<file path="src/rtl/core/cbc_pkg.sv">
// Shared constants for the circle versus box collision block.
// No dependencies; imported by every module of the block.
package cbc_pkg;

  localparam int unsigned RED_BITS     = 16;
  localparam int unsigned LEN_EXTRA    = 15;
  localparam int unsigned LEN_BITS     = RED_BITS + LEN_EXTRA + 1;
  localparam int unsigned NORMAL_WIDTH = 16;

endpackage

</file>
<file path="src/rtl/core/cbc_div_cell.sv">
// One cell of the restoring divider chain: one quotient bit for each of two lanes.
// Depends on cbc_pkg.
module cbc_div_cell #(
  parameter int unsigned DW = 46,
  parameter int unsigned Q  = 15,
  parameter int unsigned P  = 8
) (
  input  logic          clk_i,
  input  logic          rst_ni,
  input  logic          en_i,
  input  logic          valid_i,
  input  logic [DW-1:0] ds_i,
  input  logic [DW-1:0] rx_i,
  input  logic [DW-1:0] ry_i,
  input  logic [Q-1:0]  qx_i,
  input  logic [Q-1:0]  qy_i,
  input  logic [P-1:0]  pay_i,
  output logic          valid_o,
  output logic [DW-1:0] ds_o,
  output logic [DW-1:0] rx_o,
  output logic [DW-1:0] ry_o,
  output logic [Q-1:0]  qx_o,
  output logic [Q-1:0]  qy_o,
  output logic [P-1:0]  pay_o
);
  import cbc_pkg::*;

  logic          gx;
  logic          gy;
  logic          valid_q;
  logic [DW-1:0] ds_q;
  logic [DW-1:0] rx_q;
  logic [DW-1:0] ry_q;
  logic [Q-1:0]  qx_q;
  logic [Q-1:0]  qy_q;
  logic [P-1:0]  pay_q;

  assign gx = (rx_i >= ds_i);
  assign gy = (ry_i >= ds_i);

  always_ff @(posedge clk_i or negedge rst_ni) begin
    if (!rst_ni) begin
      valid_q <= 1'b0;
    end else if (en_i) begin
      valid_q <= valid_i;
    end
  end

  always_ff @(posedge clk_i) begin
    if (en_i) begin
      ds_q  <= ds_i >> 1;
      rx_q  <= gx ? (rx_i - ds_i) : rx_i;
      ry_q  <= gy ? (ry_i - ds_i) : ry_i;
      qx_q  <= {qx_i[Q-2:0], gx};
      qy_q  <= {qy_i[Q-2:0], gy};
      pay_q <= pay_i;
    end
  end

  assign valid_o = valid_q;
  assign ds_o    = ds_q;
  assign rx_o    = rx_q;
  assign ry_o    = ry_q;
  assign qx_o    = qx_q;
  assign qy_o    = qy_q;
  assign pay_o   = pay_q;

endmodule

</file>
<file path="config.mk">
export PLATFORM = sky130hd
export DESIGN_NAME = cbc_div_cell
export DESIGN_NICKNAME = d
export VERILOG_FILES = /design/src/rtl/core/cbc_pkg.sv /design/src/rtl/core/cbc_div_cell.sv
export SDC_FILE = /design/constraint.sdc
export NUM_CORES = 1
export LEC_CHECK = 0
export BUFFER_PORTS_ARGS = -buffer_cell sky130_fd_sc_hd__buf_2
export CAP_MARGIN = 20
export CORE_MARGIN = 2
export CORE_UTILIZATION = 30
export DETAILED_ROUTE_END_ITERATION = 6
export HOLD_SLACK_MARGIN = 0.02
export PLACE_DENSITY_LB_ADDON = 0.2
export SETUP_SLACK_MARGIN = 0.5
export SLEW_MARGIN = 10
export SYNTH_ARGS = -nofsm -noshare
export SYNTH_HDL_FRONTEND = slang
export SYNTH_SLANG_ARGS = --single-unit
</file>
<file path="constraint.sdc">
create_clock -name clk_i -period 0.9 [get_ports clk_i]
set_clock_uncertainty 0.1 [all_clocks]
set_input_delay 0.09 -clock clk_i [delete_from_list [all_inputs] [get_ports clk_i]]
set_output_delay 0.09 -clock clk_i [all_outputs]
set_load 0.02 [all_outputs]
</file>
==> results of run 1 <==
## final timing paths
check / slack (ps) / startpoint / endpoint / depth (start not counted)
max in group asynchronous: 750 / rst_ni / valid_o / 2
min in group asynchronous: -150 / rst_ni / valid_o / 2
worst max-delay path: -1790 / ds_i[0] / rx_o[17] / 18
worst min register to register: 430 / valid_o / valid_o / 1
worst min-delay path: -300 / qy_i[5] / qy_o[6] / 1
worst max register to register: 30 / valid_o / valid_o / 1
## final cells by class
class / count / area share
multi-input cells: 906 / 0.344
repair buffers: 821 / 0.332
flip-flops and latches: 176 / 0.249
well taps: 518 / 0.0305
clock buffers: 18 / 0.0202
inverters: 76 / 0.0166
clock inverters: 14 / 0.00736
diodes: 4 / 0.000471
## state kept, by name (all words and copies together), names as in the netlist
name,flops
rx_o,46
ry_o,46
ds_o,45
qx_o,15
qy_o,15
pay_o,8
valid_o,1
## cell families after synthesis
logic type | share of synthesized area
flip-flops | 0.444
XOR/XNOR | 0.0589
other | 0.000315
AND/OR/NAND/NOR | 0.128
adder cells (fa/ha/maj) | 0.100
buffers and inverters | 0.0456
multiplexers | 0.0103
AO/OA/AOI/OAI | 0.213
## per-layer routing
layer  vias to the layer above  wire (um)  share of wire  global-route usage
li1                       6053          -              -                   -
met1                      5841      20500           0.44               0.273
met2                       297      22700           0.49               0.360
met3                        63       1970          0.042              0.0379
met4                         4       1440          0.031              0.0884
met5                         -         23        0.00049                   0
## stage by stage
stage | instance area [um2] | TNS, ps | total power (uW)
2_1_floorplan | 12300 | -165410 | 16500
6_report | 21200 | -212190 | 32500
3_3_place_gp | 17400 | -225570 | 21300
3_5_place_dp | 17400 | -229150 | 21400
4_1_cts | 19900 | -215820 | 31400
5_1_grt | 21200 | -229850 | 34100
## placed cells by master, fill, tap and decap left out, types with 13 or more instances in the layout
| master | Yosys | routed |
|---|---|---|
| a21o_1 | 48 | 48 |
| a21oi_1 | 144 | 104 |
| a21oi_2 | 1 | 37 |
| buf_12 | 0 | 20 |
| buf_16 | 0 | 13 |
| buf_2 | 13 | 209 |
| buf_4 | 8 | 394 |
| buf_6 | 2 | 160 |
| clkbuf_16 | 0 | 30 |
| edfxtp_1 | 175 | 175 |
| ha_1 | 92 | 72 |
| ha_4 | 0 | 19 |
| inv_1 | 74 | 60 |
| nand2_1 | 111 | 87 |
| nand2_2 | 1 | 13 |
| nand3_1 | 24 | 23 |
| nand4_1 | 24 | 24 |
| nor2_1 | 86 | 51 |
| nor2_4 | 0 | 29 |
| o21a_1 | 14 | 14 |
| o21ai_0 | 82 | 40 |
| o21ai_1 | 13 | 18 |
| o21ai_2 | 2 | 37 |
| o21bai_1 | 17 | 17 |
| xnor2_1 | 47 | 45 |
| xor2_1 | 33 | 32 |
## critical path, delay by kind of cell
family / cells / cell delay, ps
fa+ha+maj: 2 / 470
compound gates: 5 / 980
simple gates: 4 / 610
buf+inv: 7 / 730
## timing repair
action                                  CTS  global route
resized for setup                       344           256
buffers inserted                         50            14
endpoints found under the hold margin   178           175
endpoints found under the setup margin  441           441
cloned                                    9            15
pin swaps                                79            44
## report_power, final
| part | leakage [uW] | internal (uW) | switching, uW | total, uW |
|---|---|---|---|---|
| combinational | 0.00761 | 7170 | 6970 | 14100 |
| clock | 0.000285 | 4130 | 3530 | 7660 |
| sequential | 0.00172 | 10200 | 435 | 10600 |
| total | 0.00962 | 21500 | 10900 | 32500 |
==> out/metrics.yaml, run 1 <==
maxSlewViolCount: 0
endpoint_kind: "flip-flop"
yosys_warnings: 0
cts_buffers: 17
gp_congestion: 0.883
area_growth_pct: 78.7
path_clk_slew_ps: 70
leakage_uw: 0.00962
dr.pass1.iters: 5
final_util: 0.546
worstPathArrival_ps: 2900
boundaryPins: 357
violations: "negative hold slack, negative setup slack"
crit_fanout: 7
syn_inst: 1210
yosys-top-cells-area: "edfxtp_1, ha_1, a21oi_1"
grt.total_usage: 0.215
synth_cell_type_count: 74
synth_edf_count: 175
tightest_slew_ps: 796
core_um2: 38900
final.min_clock_period_ps: 2690
yosys.area.top_type: "edfxtp_1"
htreeDepth: 4
multi_input_area_um2: 7310
maxCapViolCount: 0
worst_skew_pair.late_latency_ps: 460
synth_nets: 1484
cts_sinks: 176
crit_path_top_delay_cell: "fa_2"
ys_ff_latch: 176
drcViolationCount: 0
numPortBuffers: 353
dpl_worst_slack_ps: -2430
fmax_mhz: 372
cts_hold_buffers: 1
cp.required_ps: 1110
synth_top_area_frac: 0.442
setup_viol: 270
final_cells: 2533
drive_gt1_frac: 0.541
status: "finished, violations left"
grt_pass1_wl_um: 67700
finalHoldViolations: 171
nFillCells: 3477
cpMostUsedCell: "buf_12"
synth_async_sr_flop_share: 0.00568
avgSynthCellArea_um2: 9.83
synthFlopType: "edfxtp_1"
hold_class: "in -> reg"
netlist_area_um2: 11900
ir_drop_mv: 1.38
powerDensity_nw_per_um2: 1530
worst_hold_slack_ps: -302
crit_path_cell_trace: "buf_8 > buf_6 > ha_4 > inv_2 > fa_2 > a21o_1 > a221o_1 > nand2_2 > a21oi_4 > nor4b_4 > nor2_2 > a311oi_4 > buf_12 > buf_12 > buf_12 > buf_16 > nand2_2 > o21ai_2"
postRouteAntennaNets: 0
via_count: 12300
wire_per_inst_um: 18.4
tritoncts: "done"
routed_wl_um: 46600
antenna_found_initial: 6
die_y_um: 203
rows: 72
startpoint_type: "input pin"
grt_pass1_vias: 12600
drt-initial-drc-count: 649
layout.nets: 2272
relSlewSlack: 0.462
fin_crit_sh: 2.98
yosysMostFrequentCell: "edfxtp_1"
routed_via_density: 4.84
regArea_um2: 5280
rsz0062_at_grt: "yes"
start_util: 0.306
synth_common_cells: "edfxtp_1, a21oi_1, nand2_1"
ctsLongestPathBuffers: 2
hpwl_um: 35100
critPathKind: "in -> reg"
dieArea_um2: 41200
ys_seq_area_frac: 0.444
place_inst: 2408
root_buffer: "clkbuf_16"
setup_ws_ps: -1790
dieWidth_um: 203
cpPeakStageDelay_ps: 350
grt_max_degree: 46
gr-total-overflow: 0
Note: power is estimated with default switching activity, not from simulation.
==> run 2, diff against run 1 <==
--- a/config.mk
+++ b/config.mk
@@ -13,6 +13,7 @@
 export HOLD_SLACK_MARGIN = 0.02
 export PLACE_DENSITY_LB_ADDON = 0.2
 export SETUP_SLACK_MARGIN = 0.5
+export SKIP_LAST_GASP = 1
 export SLEW_MARGIN = 10
 export SYNTH_ARGS = -nofsm -noshare
 export SYNTH_HDL_FRONTEND = slang
==> out/metrics.yaml, run 2 (synthesis gave the netlist of run 1 again) <==
status: "finished, violations left"
violations: "negative hold slack, negative setup slack"
tightest_slew_ps: 786
netSwitchingFraction: 0.337
routed_via_density: 4.82
hpwl_um: 35100
dieWidth_um: 203
cts_buffers: 17
p_comb_frac: 0.437
hold_class: "in -> reg"
worst_hold_slack_ps: -302
postRouteAntennaNets: 0
startpoint_type: "input pin"
p_switching_uw: 11000
gr-total-overflow: 0
final_common_cell: "buf_4"
fmax_mhz: 371
cp.required_ps: 1110
p_clk_frac: 0.236
drive_gt1_frac: 0.541
core_um2: 38900
crit_fanout: 8
antenna_found_initial: 6
fin_total_pwr_uw: 32500
root_buffer: "clkbuf_16"
worstPathArrival_ps: 2910
final_cell_mix: "buf_4, buf_2, edfxtp_1, buf_6, a21oi_1"
final.min_clock_period_ps: 2690
dr.pass1.iters: 5
p_seq_frac: 0.327
worst_skew_pair.late_latency_ps: 460
drt-initial-drc-count: 610
ir_drop_mv: 1.35
placed_area_um2: 17400
fin_crit_sh: 2.99
design_area_um2: 21300
intPower_uw: 21600
htreeDepth: 4
maxSlewViolCount: 0
grt_pass1_wl_um: 67600
powerDensity_nw_per_um2: 1530
cts_hold_buffers: 1
setup_ws_ps: -1790
start_util: 0.306
rows: 72
numPortBuffers: 353
endpoint_kind: "flip-flop"
gp_congestion: 0.883
boundaryPins: 357
maxCapViolCount: 0
path_clk_slew_ps: 70
ctsLongestPathBuffers: 2
leakage_uw: 0.00965
drcViolationCount: 0
die_y_um: 203
dieArea_um2: 41200
layout.nets: 2276
grt_pass1_vias: 12600
area_growth_pct: 79.1
cts_sinks: 176
via_count: 12200
rsz0062_at_grt: "yes"
grt.total_usage: 0.214
relSlewSlack: 0.469
grt_max_degree: 46
wire_per_inst_um: 18.4
setup_viol: 270
finalHoldViolations: 171
tns_ps: -212820
routed_wl_um: 46800
critPathKind: "in -> reg"
tritoncts: "done"
-- run 2: cell count changes in the layout (fill, tap and decap cells not counted), sizes merged --
cell    change
buf         +3
clkbuf      +1
-- run 2: stage by stage --
step                 util  setup slack [ps]  instances  hold slack (ps)
CTS                 0.510             -1770       2500             -333
finish              0.547             -1790       2537             -302
global route        0.547             -1910       2535             -329
detailed placement  0.447             -2430       2408             -232
floorplan               -             -1990       1210             -306
global placement    0.447             -2370       2408             -235
-- run 2: per-layer routing --
metal  wire [um]  global-route usage  part of all wire
met1       20600               0.272              0.44
met2       22800               0.360              0.49
met3        1830              0.0379             0.039
met4        1470              0.0884             0.031
met5          23                   0           0.00049
-- run 2: timing repair --
action	4_1_cts	5_1_grt
setup buffers	50	16
endpoints found under the setup margin	441	441
hold endpoints to repair	178	175
resized for setup	327	272
gates cloned	9	17
pin swaps	77	48
-- run 2: final timing paths --
check | from | to | slack [ps] | depth (start not counted)
worst max-delay path | ds_i[0] | rx_o[16] | -1790 | 18
worst min-delay path | qy_i[5] | qy_o[6] | -300 | 1
worst max register to register | valid_o | valid_o | 30 | 1
worst min register to register | valid_o | valid_o | 430 | 1
max in group asynchronous | rst_ni | valid_o | 750 | 2
min in group asynchronous | rst_ni | valid_o | -150 | 2
-- run 2: power by group through the flow --
stage,registers (uW),logic (uW),clock network (uW)
floorplan,11800,4690,0
global placement,10600,10700,0
detailed placement,10600,10800,0
CTS,10600,12900,7940
global route,10700,15200,8190
finish,10600,14200,7670
-- run 2: critical path: stages --
cell	delay, ps
buf_8	70
buf_6	90
ha_4	120
inv_2	40
fa_2	350
a21o_1	180
a221o_1	340
nand2_2	110
a21oi_4	70
nor4b_4	340
nor2_2	100
a311oi_4	330
buf_12	200
buf_12	120
buf_12	90
buf_16	120
nand2_1	50
o21ai_1	80
-- run 2: final cells by class --
type,instances,area [um2]
antenna,4,10.0
clock buffer,18,429
clock inverter,14,156
fill,3471,17600
inverter,76,353
multi-input combinational,906,7300
sequential,176,5280
tap,518,648
timing repair buffer,825,7120
==> run 3, diff against run 2 <==
--- a/config.mk
+++ b/config.mk
@@ -12,7 +12,7 @@
 export DETAILED_ROUTE_END_ITERATION = 6
 export HOLD_SLACK_MARGIN = 0.02
 export PLACE_DENSITY_LB_ADDON = 0.2
-export SETUP_SLACK_MARGIN = 0.5
+export SETUP_SLACK_MARGIN = 0.05
 export SKIP_LAST_GASP = 1
 export SLEW_MARGIN = 10
 export SYNTH_ARGS = -nofsm -noshare
==> out/metrics.yaml, run 3 (synthesis gave the netlist of run 1 again) <==
area_growth_pct: 87.0
rsz0062_at_grt: "yes"
dieWidth_um: 203
gr-total-overflow: 0
antenna_found_initial: 6
fin_crit_sh: 2.98
die_y_um: 203
tritoncts: "done"
status: "finished, violations left"
grt.total_usage: 0.223
wire_per_inst_um: 17.7
cts_buffers: 17
ir_drop_mv: 1.41
htreeDepth: 4
ctsLongestPathBuffers: 2
hold_class: "in -> reg"
final.min_clock_period_ps: 2680
crit_path_cell_trace: "buf_8 > buf_6 > ha_4 > inv_2 > fa_2 > a21o_1 > a221o_1 > nand2_2 > a21oi_4 > nor4b_4 > nor2_2 > a311oi_4 > buf_12 > buf_12 > buf_12 > buf_12 > nand2_4 > o21ai_2"
grt_pass1_wl_um: 70700
routed_wl_um: 46800
tightest_slew_ps: 869
startpoint_type: "input pin"
dr.pass1.iters: 5
gp_congestion: 0.883
p_clk_frac: 0.234
cts_sinks: 176
dieArea_um2: 41200
crit_family: "compound AO/OA/AOI/OAI gates"
netSwitchingFraction: 0.336
violations: "negative hold slack, negative setup slack"
drcViolationCount: 0
worst_hold_slack_ps: -160
cp.required_ps: 1110
root_buffer: "clkbuf_16"
setup_ws_ps: -1780
endpoint_kind: "flip-flop"
dpl_worst_slack_ps: -2430
critPathKind: "in -> reg"
min_from: "ry_i[10]"
fmax_mhz: 373
postRouteAntennaNets: 0
cpMostUsedCell: "buf_12"
boundaryPins: 357
fin_total_pwr_uw: 32700
leakage_uw: 0.0100
maxCapViolCount: 0
final_common_cell: "buf_4"
routed_via_density: 4.81
path_clk_slew_ps: 70
p_switching_uw: 11000
numPortBuffers: 353
powerDensity_nw_per_um2: 1470
drt-initial-drc-count: 633
layout.nets: 2391
maxSlewViolCount: 0
worst_skew_pair.late_latency_ps: 460
placed_area_um2: 17400
intPower_uw: 21700
worstPathArrival_ps: 2890
rows: 72
worst-path-buf-inv: 7
r2r_start: "valid_o"
crit_fanout: 7
via_count: 12800
start_util: 0.306
core_um2: 38900
cp-startpoint: "ds_i[0]"
p_seq_frac: 0.326
hpwl_um: 35100
final_cell_mix: "buf_4, buf_2, edfxtp_1, buf_6, dlygate4sd3_1"
nFillCells: 3382
cpPeakStageDelay_ps: 340
finalHoldViolations: 32
relSlewSlack: 0.413
p_comb_frac: 0.440
design_area_um2: 22200
final_util: 0.572
setup_viol: 270
grt_max_degree: 46
drive_gt1_frac: 0.499
crit_path_top_delay_cell: "a221o_1"
grt_pass1_vias: 13300
==> run 3: worst paths after layout <==
check	to	slack, ps	cells past startpoint
min reg2reg	valid_o	440	1
max reg2reg	valid_o	20	1
max in group asynchronous	valid_o	230	3
max	rx_o[17]	-1780	18
min in group asynchronous	valid_o	360	3
min	ry_o[10]	-160	2
==> run 3: layout make-up <==
cell class | count | area, um2 | area share
diodes | 4 | 10.0 | 0.000450
clock inverters | 14 | 156 | 0.00703
inverters | 76 | 354 | 0.0159
clock buffers | 18 | 429 | 0.0193
multi-input cells | 906 | 7320 | 0.329
well taps | 518 | 648 | 0.0291
flip-flops and latches | 176 | 5280 | 0.237
repair buffers | 940 | 8040 | 0.362
==> run 3: per-layer routing <==
layer | vias to the layer above | global-route usage | part of all wire
li1 | 6280 | - | -
met1 | 6078 | 0.282 | 0.44
met2 | 317 | 0.377 | 0.49
met3 | 71 | 0.0379 | 0.041
met4 | 4 | 0.0915 | 0.032
met5 | - | 0 | 0.00056
==> run 3: power groups by stage <==
stage	Clock, uW	Sequential (uW)	Combinational, uW
3_3_place_gp	0	10600	10700
6_report	7670	10700	14400
5_1_grt	8180	10700	15400
4_1_cts	7940	10600	13400
2_1_floorplan	0	11800	4690
3_5_place_dp	0	10600	10800
==> run 3: per-stage QoR <==
step | setup TNS (ps) | instances
3_5_place_dp | -229150 | 2408
5_1_grt | -232380 | 2650
6_report | -211930 | 2652
2_1_floorplan | -165410 | 1210
3_3_place_gp | -225570 | 2408
4_1_cts | -230520 | 2640
==> run 3: repair_timing <==
item,in CTS,in global routing
resized for setup,327,285
hold buffers,141,1
pin swaps,77,54
endpoints found under the setup margin,271,312
hold endpoints to repair,178,37
gates cloned,9,2
setup buffers,51,14
